[src/sv/masked_byte_pattern_search_macros.svh]
// Assertion macros used by the scanner's top RTL file.
`ifndef MASKED_BYTE_PATTERN_SEARCH_MACROS_SVH
`define MASKED_BYTE_PATTERN_SEARCH_MACROS_SVH

// Same-cycle implication, sampled on clk, off during rst.
`define MBPS_ASSERT_NOW(label, cond, conseq, msg) \
  label: assert property (@(posedge clk) disable iff (rst) (cond) |-> (conseq)) \
    else $error(msg);

// Next-cycle implication, sampled on clk, off during rst.
`define MBPS_ASSERT_NEXT(label, cond, conseq, msg) \
  label: assert property (@(posedge clk) disable iff (rst) (cond) |=> (conseq)) \
    else $error(msg);

`endif

[src/sv/mbps_pkg.sv]
// Shared types and constants of the masked byte pattern scanner.
`default_nettype none

package mbps_pkg;

  localparam int BYTE_W      = 8;
  localparam int ADDR_W      = 48;
  localparam int REG_BYTES   = 16;
  localparam int IDX_W       = 4;
  localparam int LEN_W       = 5;
  localparam int MASK_W      = 16;
  localparam int CFG_DATA_W  = 64;
  localparam int CFG_INDEX_W = 3;

  typedef enum logic [CFG_INDEX_W-1:0] {
    REG_PATTERN_LOW    = 3'd0,
    REG_PATTERN_HIGH   = 3'd1,
    REG_CARE_MASK      = 3'd2,
    REG_PATTERN_LENGTH = 3'd3,
    REG_BASE_ADDRESS   = 3'd4
  } cfg_reg_t;

  // Compare setup handed to one window cell.
  typedef struct packed {
    logic [BYTE_W-1:0] expect_byte;
    logic              care;
    logic              used;
  } cell_cmp_t;

endpackage

`default_nettype wire

[src/sv/mbps_channels.sv]
// Request channels of the scanner: input bytes and scan results.
`default_nettype none

interface mbps_byte_if import mbps_pkg::*; ();
  logic              valid;
  logic              ready;
  logic [BYTE_W-1:0] data_byte;
  logic              last_byte;

  modport source (output valid, output data_byte, output last_byte, input ready);
  modport sink   (input valid, input data_byte, input last_byte, output ready);
endinterface

interface mbps_result_if import mbps_pkg::*; ();
  logic              valid;
  logic              ready;
  logic              found;
  logic [ADDR_W-1:0] match_address;

  modport source (output valid, output found, output match_address, input ready);
  modport sink   (input valid, input found, input match_address, output ready);
endinterface

`default_nettype wire

[src/sv/masked_byte_pattern_search.sv]
// Masked byte pattern scanner: takes one byte per cycle and reports the first match of a
// region. A byte enters a row of window cells on acceptance and all cells compare against
// the pattern in the next cycle; the result then sits in an output register until taken.
// One byte is accepted every cycle as long as the result side takes results; the
// comparison stage stalls only when it holds a result and the output register is full
// and not being taken. Each region gives exactly one result: found with its address, or
// not found on the region's last byte.
`default_nettype none
`include "masked_byte_pattern_search_macros.svh"

module masked_byte_pattern_search import mbps_pkg::*; #(
  parameter int MAX_PATTERN_BYTES = 16,
  parameter int COUNT_WIDTH       = 32
) (
  input  logic                   clk,
  input  logic                   rst,
  mbps_byte_if.sink              bytes,
  mbps_result_if.source          results,
  input  logic                   cfg_we,
  input  logic [CFG_INDEX_W-1:0] cfg_index,
  input  logic [CFG_DATA_W-1:0]  cfg_data
);

  localparam int NCELL = (MAX_PATTERN_BYTES < REG_BYTES) ? MAX_PATTERN_BYTES : REG_BYTES;
  localparam logic [COUNT_WIDTH-1:0] COUNT_MAX = {COUNT_WIDTH{1'b1}};

  // Configuration registers
  logic [CFG_DATA_W-1:0] pattern_low;
  logic [CFG_DATA_W-1:0] pattern_high;
  logic [MASK_W-1:0]     care_mask;
  logic [LEN_W-1:0]      pattern_length;
  logic [ADDR_W-1:0]     base_address;

  always_ff @(posedge clk) begin
    if (rst) begin
      pattern_low    <= '0;
      pattern_high   <= '0;
      care_mask      <= '1;
      pattern_length <= LEN_W'(1);
      base_address   <= '0;
    end else if (cfg_we) begin
      case (cfg_reg_t'(cfg_index))
        REG_PATTERN_LOW:    pattern_low    <= cfg_data;
        REG_PATTERN_HIGH:   pattern_high   <= cfg_data;
        REG_CARE_MASK:      care_mask      <= cfg_data[MASK_W-1:0];
        REG_PATTERN_LENGTH: pattern_length <= cfg_data[LEN_W-1:0];
        REG_BASE_ADDRESS:   base_address   <= cfg_data[ADDR_W-1:0];
        default: ;
      endcase
    end
  end

  logic [LEN_W-1:0]  eff_len;
  logic [BYTE_W-1:0] pat [REG_BYTES];

  always_comb begin
    if (pattern_length == '0) begin
      eff_len = LEN_W'(1);
    end else if (pattern_length > LEN_W'(NCELL)) begin
      eff_len = LEN_W'(NCELL);
    end else begin
      eff_len = pattern_length;
    end
  end

  always_comb begin
    for (int k = 0; k < REG_BYTES; k++) begin
      if (k < REG_BYTES / 2) begin
        pat[k] = pattern_low[BYTE_W*k +: BYTE_W];
      end else begin
        pat[k] = pattern_high[BYTE_W*(k - REG_BYTES/2) +: BYTE_W];
      end
    end
  end

  // Accept stage: count bytes, prepare offset and length check
  logic                   acc;
  logic                   s1_adv;
  logic                   s1_valid;
  logic                   s1_last;
  logic                   s1_long;
  logic [COUNT_WIDTH-1:0] s1_offset;
  logic [COUNT_WIDTH-1:0] count;
  logic [COUNT_WIDTH-1:0] count_next;
  logic                   region_start;
  logic                   match_reported;

  assign acc         = bytes.valid && bytes.ready;
  assign bytes.ready = !s1_valid || s1_adv;

  always_comb begin
    if (region_start) begin
      count_next = COUNT_WIDTH'(1);
    end else if (count == COUNT_MAX) begin
      count_next = count;
    end else begin
      count_next = count + COUNT_WIDTH'(1);
    end
  end

  always_ff @(posedge clk) begin
    if (rst) begin
      s1_valid     <= 1'b0;
      region_start <= 1'b1;
      count        <= '0;
    end else begin
      if (acc) begin
        s1_valid     <= 1'b1;
        region_start <= bytes.last_byte;
        count        <= count_next;
      end else if (s1_adv) begin
        s1_valid <= 1'b0;
      end
    end
  end

  always_ff @(posedge clk) begin
    if (acc) begin
      s1_last   <= bytes.last_byte;
      s1_long   <= count_next >= COUNT_WIDTH'(eff_len);
      s1_offset <= count_next - COUNT_WIDTH'(eff_len);
    end
  end

  // Row of window cells; cell 0 holds the newest byte
  logic [BYTE_W-1:0] cell_byte  [NCELL];
  logic [NCELL-1:0]  cell_match;
  cell_cmp_t         cell_cmp   [NCELL];

  for (genvar i = 0; i < NCELL; i++) begin : g_cell
    logic [LEN_W-1:0] pos;
    logic [IDX_W-1:0] k;

    // Cell i lines up with pattern byte eff_len-1-i
    assign pos = eff_len - LEN_W'(1) - LEN_W'(i);
    assign k   = pos[IDX_W-1:0];

    assign cell_cmp[i].used        = LEN_W'(i) < eff_len;
    assign cell_cmp[i].care        = care_mask[k];
    assign cell_cmp[i].expect_byte = pat[k];

    if (i == 0) begin : g_head
      mbps_cell u_cell (
        .clk      (clk),
        .shift_en (acc),
        .byte_in  (bytes.data_byte),
        .cmp      (cell_cmp[i]),
        .byte_out (cell_byte[i]),
        .match    (cell_match[i])
      );
    end else begin : g_body
      mbps_cell u_cell (
        .clk      (clk),
        .shift_en (acc),
        .byte_in  (cell_byte[i-1]),
        .cmp      (cell_cmp[i]),
        .byte_out (cell_byte[i]),
        .match    (cell_match[i])
      );
    end
  end

  // Compare stage
  logic hit;
  logic emit;

  assign hit    = s1_long && !match_reported && (&cell_match);
  assign emit   = s1_valid && (hit || (s1_last && !match_reported));
  assign s1_adv = s1_valid && (!emit || !results.valid || results.ready);

  always_ff @(posedge clk) begin
    if (rst) begin
      match_reported <= 1'b0;
      results.valid  <= 1'b0;
    end else begin
      if (s1_adv) begin
        if (s1_last) begin
          match_reported <= 1'b0;
        end else if (hit) begin
          match_reported <= 1'b1;
        end
      end
      if (s1_adv && emit) begin
        results.valid <= 1'b1;
      end else if (results.ready) begin
        results.valid <= 1'b0;
      end
    end
  end

  always_ff @(posedge clk) begin
    if (s1_adv && emit) begin
      results.found         <= hit;
      results.match_address <= hit ? base_address + ADDR_W'(s1_offset) : '0;
    end
  end

  `MBPS_ASSERT_NOW(a_not_found_zero, results.valid && !results.found, results.match_address == '0, "not-found result carries a nonzero address")
  `MBPS_ASSERT_NEXT(a_region_first_count, acc && region_start, count == COUNT_WIDTH'(1), "first byte of a region not counted as one")
  `MBPS_ASSERT_NEXT(a_region_end_clears, s1_adv && s1_last, !match_reported, "match flag survives the end of a region")
  `MBPS_ASSERT_NOW(a_one_found_per_region, emit && hit, !match_reported, "second match reported in one region")

endmodule

`default_nettype wire

[src/sv/mbps_cell.sv]
// One window cell: holds a byte, passes it on, and checks it against its pattern byte.
`default_nettype none

module mbps_cell import mbps_pkg::*; (
  input  logic              clk,
  input  logic              shift_en,
  input  logic [BYTE_W-1:0] byte_in,
  input  cell_cmp_t         cmp,
  output logic [BYTE_W-1:0] byte_out,
  output logic              match
);

  logic [BYTE_W-1:0] window_byte;

  always_ff @(posedge clk) begin
    if (shift_en) begin
      window_byte <= byte_in;
    end
  end

  assign byte_out = window_byte;
  // Cells past the pattern length and wildcard bytes always agree.
  assign match = !cmp.used || !cmp.care || (window_byte == cmp.expect_byte);

endmodule

`default_nettype wire
[src/flat_wrapper.sv]
// flat-port wrapper written by rule: the top's interface ports become plain ports
module masked_byte_pattern_search_flat import mbps_pkg::*;
#(
  parameter int MAX_PATTERN_BYTES = 16,
  parameter int COUNT_WIDTH       = 32
)
  (clk, rst, cfg_we, cfg_index, cfg_data, bytes_valid, bytes_data_byte, bytes_last_byte, bytes_ready, results_valid, results_found, results_match_address, results_ready);
  mbps_byte_if bytes_i ();
  mbps_result_if results_i ();
  input  logic clk;
  input  logic rst;
  input  logic cfg_we;
  input  logic [CFG_INDEX_W-1:0] cfg_index;
  input  logic [CFG_DATA_W-1:0] cfg_data;
  input wire logic [$bits(bytes_i.valid)-1:0] bytes_valid;
  input wire logic [$bits(bytes_i.data_byte)-1:0] bytes_data_byte;
  input wire logic [$bits(bytes_i.last_byte)-1:0] bytes_last_byte;
  output wire logic [$bits(bytes_i.ready)-1:0] bytes_ready;
  output wire logic [$bits(results_i.valid)-1:0] results_valid;
  output wire logic [$bits(results_i.found)-1:0] results_found;
  output wire logic [$bits(results_i.match_address)-1:0] results_match_address;
  input wire logic [$bits(results_i.ready)-1:0] results_ready;
  assign bytes_i.valid = bytes_valid;
  assign bytes_i.data_byte = bytes_data_byte;
  assign bytes_i.last_byte = bytes_last_byte;
  assign bytes_ready = bytes_i.ready;
  assign results_valid = results_i.valid;
  assign results_found = results_i.found;
  assign results_match_address = results_i.match_address;
  assign results_i.ready = results_ready;
  masked_byte_pattern_search #(.MAX_PATTERN_BYTES(MAX_PATTERN_BYTES), .COUNT_WIDTH(COUNT_WIDTH)) u_core (.clk(clk), .rst(rst), .bytes(bytes_i), .results(results_i), .cfg_we(cfg_we), .cfg_index(cfg_index), .cfg_data(cfg_data));
endmodule
[config.mk]
export PLATFORM = sky130hd
export DESIGN_NAME = masked_byte_pattern_search_flat
export DESIGN_NICKNAME = d
export VERILOG_FILES = /design/src/sv/mbps_pkg.sv /design/src/sv/mbps_channels.sv /design/src/sv/masked_byte_pattern_search.sv /design/src/sv/mbps_cell.sv /design/src/flat_wrapper.sv
export VERILOG_INCLUDE_DIRS = /design/src /design/src/sv
export SDC_FILE = /design/constraint.sdc
export NUM_CORES = 1
export LEC_CHECK = 0
export ABC_AREA = 1
export BUFFER_PORTS_ARGS = -buffer_cell sky130_fd_sc_hd__buf_2
export CAP_MARGIN = 15
export CORE_MARGIN = 3
export CORE_UTILIZATION = 35
export CTS_CLUSTER_SIZE = 20
export DETAILED_ROUTE_END_ITERATION = 8
export PLACE_DENSITY_LB_ADDON = 0.3
export REMOVE_ABC_BUFFERS = 1
export SLEW_MARGIN = 30
export SYNTH_ARGS = -nofsm -noshare
export SYNTH_HDL_FRONTEND = slang
export SYNTH_SLANG_ARGS = --single-unit
[constraint.sdc]
create_clock -name clk -period 9.22 [get_ports clk]
set_input_delay 0.461 -clock clk [delete_from_list [all_inputs] [get_ports clk]]
set_output_delay 0.461 -clock clk [all_outputs]
set_load 0.01 [all_outputs]
==> flow_summary.yaml, run 1 <==
setup_path:
  r2r_setup_slack_ns: 1.82
  r2r_cells: 22
  start_kind: "flop"
  cpMaxStageDelayCell: "buf_4"
  critPathKind: "reg -> reg"
  r2r_start: "u_core.pattern_length[4]$_SDFFE_PP0P_"
  max_stage_delay_ns: 0.70
  path_cells: "inv_4 -> nand2_2 -> buf_4 -> clkinv_1 -> buf_4 -> a21oi_2 -> inv_2 -> nand3_1 -> nand2_1 -> or2_2 -> nand3_1 -> nor2_1 -> nand2_1 -> nand2_1 -> nand2_1 -> nor2_1 -> nand2_1 -> nand2_2 -> nand3_4 -> nand2_4 -> inv_6 -> buf_4"
  worst_setup_path_end_kind: "flop"
  cp_max_fo: 89
  crit_top_cell: "nand2_1"
  crit_path_start: "u_core.pattern_length[4]$_SDFFE_PP0P_"
  cp.required_ns: 9.47
  r2r_end: "u_core.g_cell[15].g_body.u_cell.byte_out[0]$_DFFE_PP_"
  arrival_ns: 7.64
floorplan:
  die-height_um: 295.8
  num_rows: 105
  start_util_pct: 35.58
  dieArea_sq_um: 87510
  die_x_um: 295.8
  ioPinCount: 132
  coreArea_sq_um: 82640
clocking:
  clkLatencyLatePin_ns: 0.63
  cts_tree: "yes"
  post_cts_buffers: 0
  cts.sinks: 444
  clkTransAtPathRegs_ns: 0.07
  cts_made_buffers: 52
  h-tree-depth: 2
  root_buffer: "clkbuf_16"
  clk_path_buf_depth: 3
route:
  drc: 0
  vias: 30490
  drtPass1Iterations: 7
  drtAntennaViolNets: 0
  wl_per_cell_um: 20.48
  drt_iter0_drc: 3638
  wirelength_mm: 114.5
  avgViaCountPerCell: 5.455
placed_design:
  dp_hpwl_mm: 84.29
  gp_congestion: 0.9953
  port_buffers: 131
timing:
  setup_violations: 0
  layout_worst_path_cycle_share_pct: 80.24
  maxSlewHeadroom_pct: 29.20
  rsz0062_at_grt: "false"
  fin_crit_ns: 7.398
  max_freq_mhz: 135.2
  worst_clock_skew_ns: 0.03268
  hold_violations: 0
  whs_ns: 0.03062
  worstMarginPinSlew_ns: 1.060
  slew_violations: 0
min_path:
  hp-class: "in -> reg"
  hp-start: "bytes_data_byte[4]"
  whs_path_depth: 1
  min_to: "u_core.g_cell[0].g_head.u_cell.byte_out[4]$_DFFE_PP_"
yosys:
  synth_seq_area_share_pct: 37.42
  synth_edf_count: 211
  postSynthAreaPerCell_sq_um: 6.579
  synth_cell_types: 51
  synthArstFlopShare_pct: 0
  synthCells: 4469
  yosys_warnings: 0
  ys_ff_latch: 444
  yosys_most_used_dff: "dfxtp_1"
  synth_area_sq_um: 29400
final_layout:
  drive_gt1_share_pct: 6.997
  nNetsFinal: 4603
  syn2layout_area_growth_pct: 11.04
  fillerInstances: 8743
power_and_ir_drop:
  power_mw: 5.914
  power_density_nw_per_um2: 181.2
  power.leakage_nw: 14.87
  ir_drop_uv: 153.8
run_status:
  status: "finished, final reports clean"
job:
  timing.max_cap.violations: 0
grt:
  grt_use_total_pct: 25.52
  grt-ovfl-total: 0
  first_global_vias: 27160
  grt_max_degree: 142
  grt_pass1_wl_mm: 169.6
  antenna_found_initial: 8
## through the flow
stage / instances / setup WS (ns) / setup TNS, ns / util [%] / cell area (sq um)
floorplan: 4250 / -1.379 / -310.95 / - / 28380
global placement: 5482 / 2.033 / 0 / 37.15 / 30700
detailed placement: 5482 / 1.956 / 0 / 37.15 / 30700
CTS: 5584 / 1.969 / 0 / 39.41 / 32570
global route: 5586 / 1.437 / 0 / 39.50 / 32640
finish: 5589 / 1.822 / 0 / 39.50 / 32650
## sequential cells by signal, summed over array words and instances (netlist names)
register	cells
u_core.g_cell.g_head.u_cell.byte_out	8
u_core.pattern_low	64
u_core.g_cell.g_body.u_cell.byte_out	120
u_core.s1_offset	32
u_core.s1_long	1
u_core.s1_last	1
u_core.care_mask	16
u_core.region_start	1
u_core.s1_valid	1
u_core.pattern_high	64
u_core.results.match_address	48
u_core.results.valid	1
u_core.base_address	48
u_core.match_reported	1
u_core.count	32
u_core.results.found	1
u_core.pattern_length	5
## per-layer routing
metal	global-route usage [%]	up-vias	wire length (um)
li1	-	14750	-
met1	35.83	14180	49440
met2	39.32	1350	49340
met3	4.336	200	10970
met4	9.543	4	4692
met5	0	-	24
## synthesized netlist by cell type (all sizes together) (3+ instances only)
cell type  number  area [sq um]
nor2          385          1471
buf           106         596.8
xor2           47         411.6
o21a            8         60.06
o21ai         300          1501
o211ai         18         135.1
edfxtp        211          6336
a211oi          5         37.54
or2            24         150.1
inv           334          1259
dfxtp         233          4664
ha             48         600.6
o22ai           5         31.28
a31oi           7         43.79
o221ai          3         26.28
a21oi         207          1044
nand2        1511          5714
clkinv          6         22.52
nand3         737          3716
nand4          18         112.6
clkbuf        113         424.2
nor4           10         68.81
nor3           34         170.2
nand3b         61         457.9
xnor2          22         192.7
## where the power goes
group          internal (mW)  switching [mW]
clock                   1.32           0.908
sequential              2.18          0.0834
combinational          0.400            1.02
total                   3.90            2.01
## placed cells by master, fill, tap and decap left out, types with 47 or more instances in the layout
cell type and n:
inv_1 326, a21oi_1 204, xor2_1 47, nand3_1 732
dfxtp_1 233, edfxtp_1 211, o21ai_0 277, buf_2 131
nand3b_1 61, nor2_1 381, nand2_1 1492, clkbuf_16 55
ha_1 47
## cell type report
cell class	count	area (sq um)	area share [%]
diodes	3	7.507	0.02300
clock buffers	70	1464	4.484
clock inverters	28	364.1	1.115
inverters	340	1295	3.967
multi-input cells	3466	16190	49.60
flip-flops and latches	444	11000	33.70
well taps	1070	1339	4.101
repair buffers	168	983.4	3.013
## kinds of logic after synthesis
logic type / after synthesis / synth area share (%)
AOI/OAI and AO/OA: 560 / 9.984
buffers and inverters: 559 / 7.831
adders and majority gates: 50 / 2.179
DFF: 444 / 37.42
xor gates and xnor gates: 69 / 2.056
and+or+nand+nor: 2785 / 40.46
muxes: 2 / 0.06810
## worst max path at each step
stage	to
5_1_grt	u_core.g_cell[7].g_body.u_cell.byte_out[1]$_DFFE_PP_
6_report	u_core.g_cell[15].g_body.u_cell.byte_out[0]$_DFFE_PP_
3_3_place_gp	u_core.g_cell[15].g_body.u_cell.byte_out[6]$_DFFE_PP_
4_1_cts	u_core.g_cell[11].g_body.u_cell.byte_out[1]$_DFFE_PP_
2_1_floorplan	u_core.g_cell[0].g_head.u_cell.byte_out[0]$_DFFE_PP_
3_5_place_dp	u_core.g_cell[15].g_body.u_cell.byte_out[6]$_DFFE_PP_
## repair_timing
item | CTS | global route
hold endpoints to repair | 4 | 0
hold buffers | 4 | 0
resized for setup | 0 | 0
## critical path: cells and delay by family (launching register included)
| kind | cells | cell delay, ns |
|---|---|---|
| buffers and inverters | 7 | 3.06 |
| flip-flops | 1 | 0.61 |
| AND/OR/NAND/NOR | 14 | 2.51 |
| AO/OA/AOI/OAI | 1 | 0.68 |
Power figures use the tool's default switching activity.
==> run 2, diff against run 1 <==
==> constraint.sdc (replaced) <==
create_clock -name clk -period 7.2 [get_ports clk]
set_input_delay 0.36 -clock clk [delete_from_list [all_inputs] [get_ports clk]]
set_output_delay 0.36 -clock clk [all_outputs]
set_load 0.01 [all_outputs]
==> run 2 against run 1 <==
Clock-buffer cell count decreased by 7. Register-to-register slack got worse by 1.3 ns. Cell area increased by 0.13%. Sequential power increased by 28%. Utilization increased by 0.052 points. Largest cell class unchanged. Sequential cell count unchanged. Maximum frequency increased by 11%. First-iteration DRC count decreased by 12%. Combinational power increased by 31%. Die area unchanged. Largest power group unchanged. Total power increased by 25%.
==> flow_summary.yaml, run 2 (synthesis results as in run 1) <==
timing:
  hold_violations: 0
  worstMarginPinSlew_ns: 1.021
  max_freq_mhz: 150.0
  maxSlewHeadroom_pct: 31.21
  rsz0062_at_grt: "false"
  worst_clock_skew_ns: 0.03818
  setup_violations: 0
  fin_crit_ns: 6.666
  layout_worst_path_cycle_share_pct: 92.58
  slew_violations: 0
  fin_ws_ns: 0.5343
floorplan:
  die_x_um: 295.8
  die-height_um: 295.8
  num_rows: 105
  coreArea_sq_um: 82640
  dieArea_sq_um: 87510
  start_util_pct: 35.58
  ioPinCount: 132
power_and_ir_drop:
  power_density_nw_per_um2: 225.4
  p_sw_mw: 2.590
  power.leakage_nw: 14.90
  p_clk_share_pct: 35.4
  power.internal_mw: 4.779
  seq_power_share_pct: 39.4
  ir_drop_uv: 182.0
  comb_power_share_pct: 25.2
  switching_share_pct: 35.15
  power_mw: 7.369
grt:
  grt_use_met3_pct: 4.276
  globalRouteMet2Util_pct: 39.98
  grt.busiest_layer: "met2"
  first_global_vias: 27390
  antenna_found_initial: 2
  grt_pass1_wl_mm: 174.3
  grt_util_met1_pct: 38.07
  grt-ovfl-total: 0
  grt_max_degree: 159
  grt_use_total_pct: 26.33
final_layout:
  drive_gt1_share_pct: 7.066
  layout_common_cells: "1492 x nand2_1, 732 x nand3_1, 381 x nor2_1, 326 x inv_1, 278 x o21ai_0"
  final_common_cell: "nand2_1"
  nNetsFinal: 4631
  seq_area_sq_um: 11000
  largest_register_ff_count: 120
  fillerInstances: 8795
  syn2layout_area_growth_pct: 11.18
  multiInputGateArea_sq_um: 16180
job:
  timing.max_cap.violations: 0
setup_path:
  arrival_ns: 6.89
  cpMaxStageDelayCell: "nand2_1"
  cp_max_fo: 92
  critPathKind: "reg -> reg"
  crit_top_cell: "nand2_1"
  max_stage_delay_ns: 0.66
  cp.required_ns: 7.43
  worst_setup_path_end_kind: "flop"
  start_kind: "flop"
clocking:
  cts_tree: "yes"
  cts_made_buffers: 52
  clk_path_buf_depth: 3
  clkLatencyLatePin_ns: 0.63
  cts.sinks: 444
  h-tree-depth: 2
  clkTransAtPathRegs_ns: 0.06
  post_cts_buffers: 0
  root_buffer: "clkbuf_16"
run_status:
  status: "finished, final reports clean"
placed_design:
  port_buffers: 131
  post-place-ws_ns: 0.8105
  gp_congestion: 1.017
  dp_hpwl_mm: 87.93
route:
  wl_per_cell_um: 20.99
  wirelength_mm: 117.8
  drtAntennaViolNets: 0
  avgViaCountPerCell: 5.459
  drc: 0
  vias: 30650
  drtPass1Iterations: 8
  drt_iter0_drc: 3218
min_path:
  hp-class: "in -> reg"
[run 2: path summary, 6_finish.rpt]
check                                                                to  depth (start not counted)  slack (ns)                                                  from
setup / recovery  u_core.g_cell[15].g_body.u_cell.byte_out[5]$_DFFE_PP_                         29        0.53                 u_core.pattern_length[3]$_SDFFE_PP0P_
hold / removal                     u_core.pattern_high[24]$_SDFFE_PP0P_                          3        0.04                                          cfg_data[24]
setup reg to reg  u_core.g_cell[15].g_body.u_cell.byte_out[5]$_DFFE_PP_                         29        0.53                 u_core.pattern_length[3]$_SDFFE_PP0P_
hold reg to reg   u_core.g_cell[10].g_body.u_cell.byte_out[0]$_DFFE_PP_                          0        0.46  u_core.g_cell[9].g_body.u_cell.byte_out[0]$_DFFE_PP_
[run 2: routing by layer]
metal  vias up  routed length [um]
met5         -                   9
met1     14330               52800
li1      14820                   -
met2      1307               50100
met4         2                4031
met3       190               10900
[run 2: power groups by stage]
stage | clock (mW) | sequential, mW | combinational, mW
6_report | 2.61 | 2.91 | 1.86
5_1_grt | 2.75 | 2.92 | 2.05
4_1_cts | 2.65 | 2.90 | 1.82
3_5_place_dp | 0 | 2.95 | 1.80
3_3_place_gp | 0 | 2.95 | 1.80
2_1_floorplan | 0 | 2.91 | 1.18
[run 2: layout make-up]
| class | instances | area share [%] |
|---|---|---|
| well taps | 1070 | 4.096 |
| flip-flops and latches | 444 | 33.65 |
| clock inverters | 34 | 0.7349 |
| repair buffers | 196 | 3.782 |
| multi-input cells | 3466 | 49.49 |
| clock buffers | 63 | 4.268 |
| diodes | 2 | 0.01531 |
| inverters | 340 | 3.962 |
[run 2: worst max-delay path, delay by kind of cell, from the launching register on]
| family | cells | cell delay, ns |
|---|---|---|
| and+or+nand+nor | 24 | 3.99 |
| buffers and inverters | 4 | 1.05 |
| DFF | 1 | 0.62 |
| adders and majority gates | 1 | 0.30 |
[run 2: repair_timing]
action / 4_1_cts / 5_1_grt
setup endpoints to repair: 0 / 87
gates resized for setup: 0 / 2
hold endpoints to repair: 15 / 0
hold buffers: 14 / 0
[run 2: metrics by stage]
stage	TNS (ns)	hold WS [ns]	cell area [sq um]	util (%)	instances
final	0	0.03938	32690	39.56	5615
after global routing	0	0.03012	32680	39.55	5613
after CTS	0	0.009633	32650	39.51	5612
after detailed placement	0	0.4588	30870	37.36	5501
after global placement	0	0.4472	30870	37.36	5501
after floorplan	-850.77	0.4291	28380	-	4250
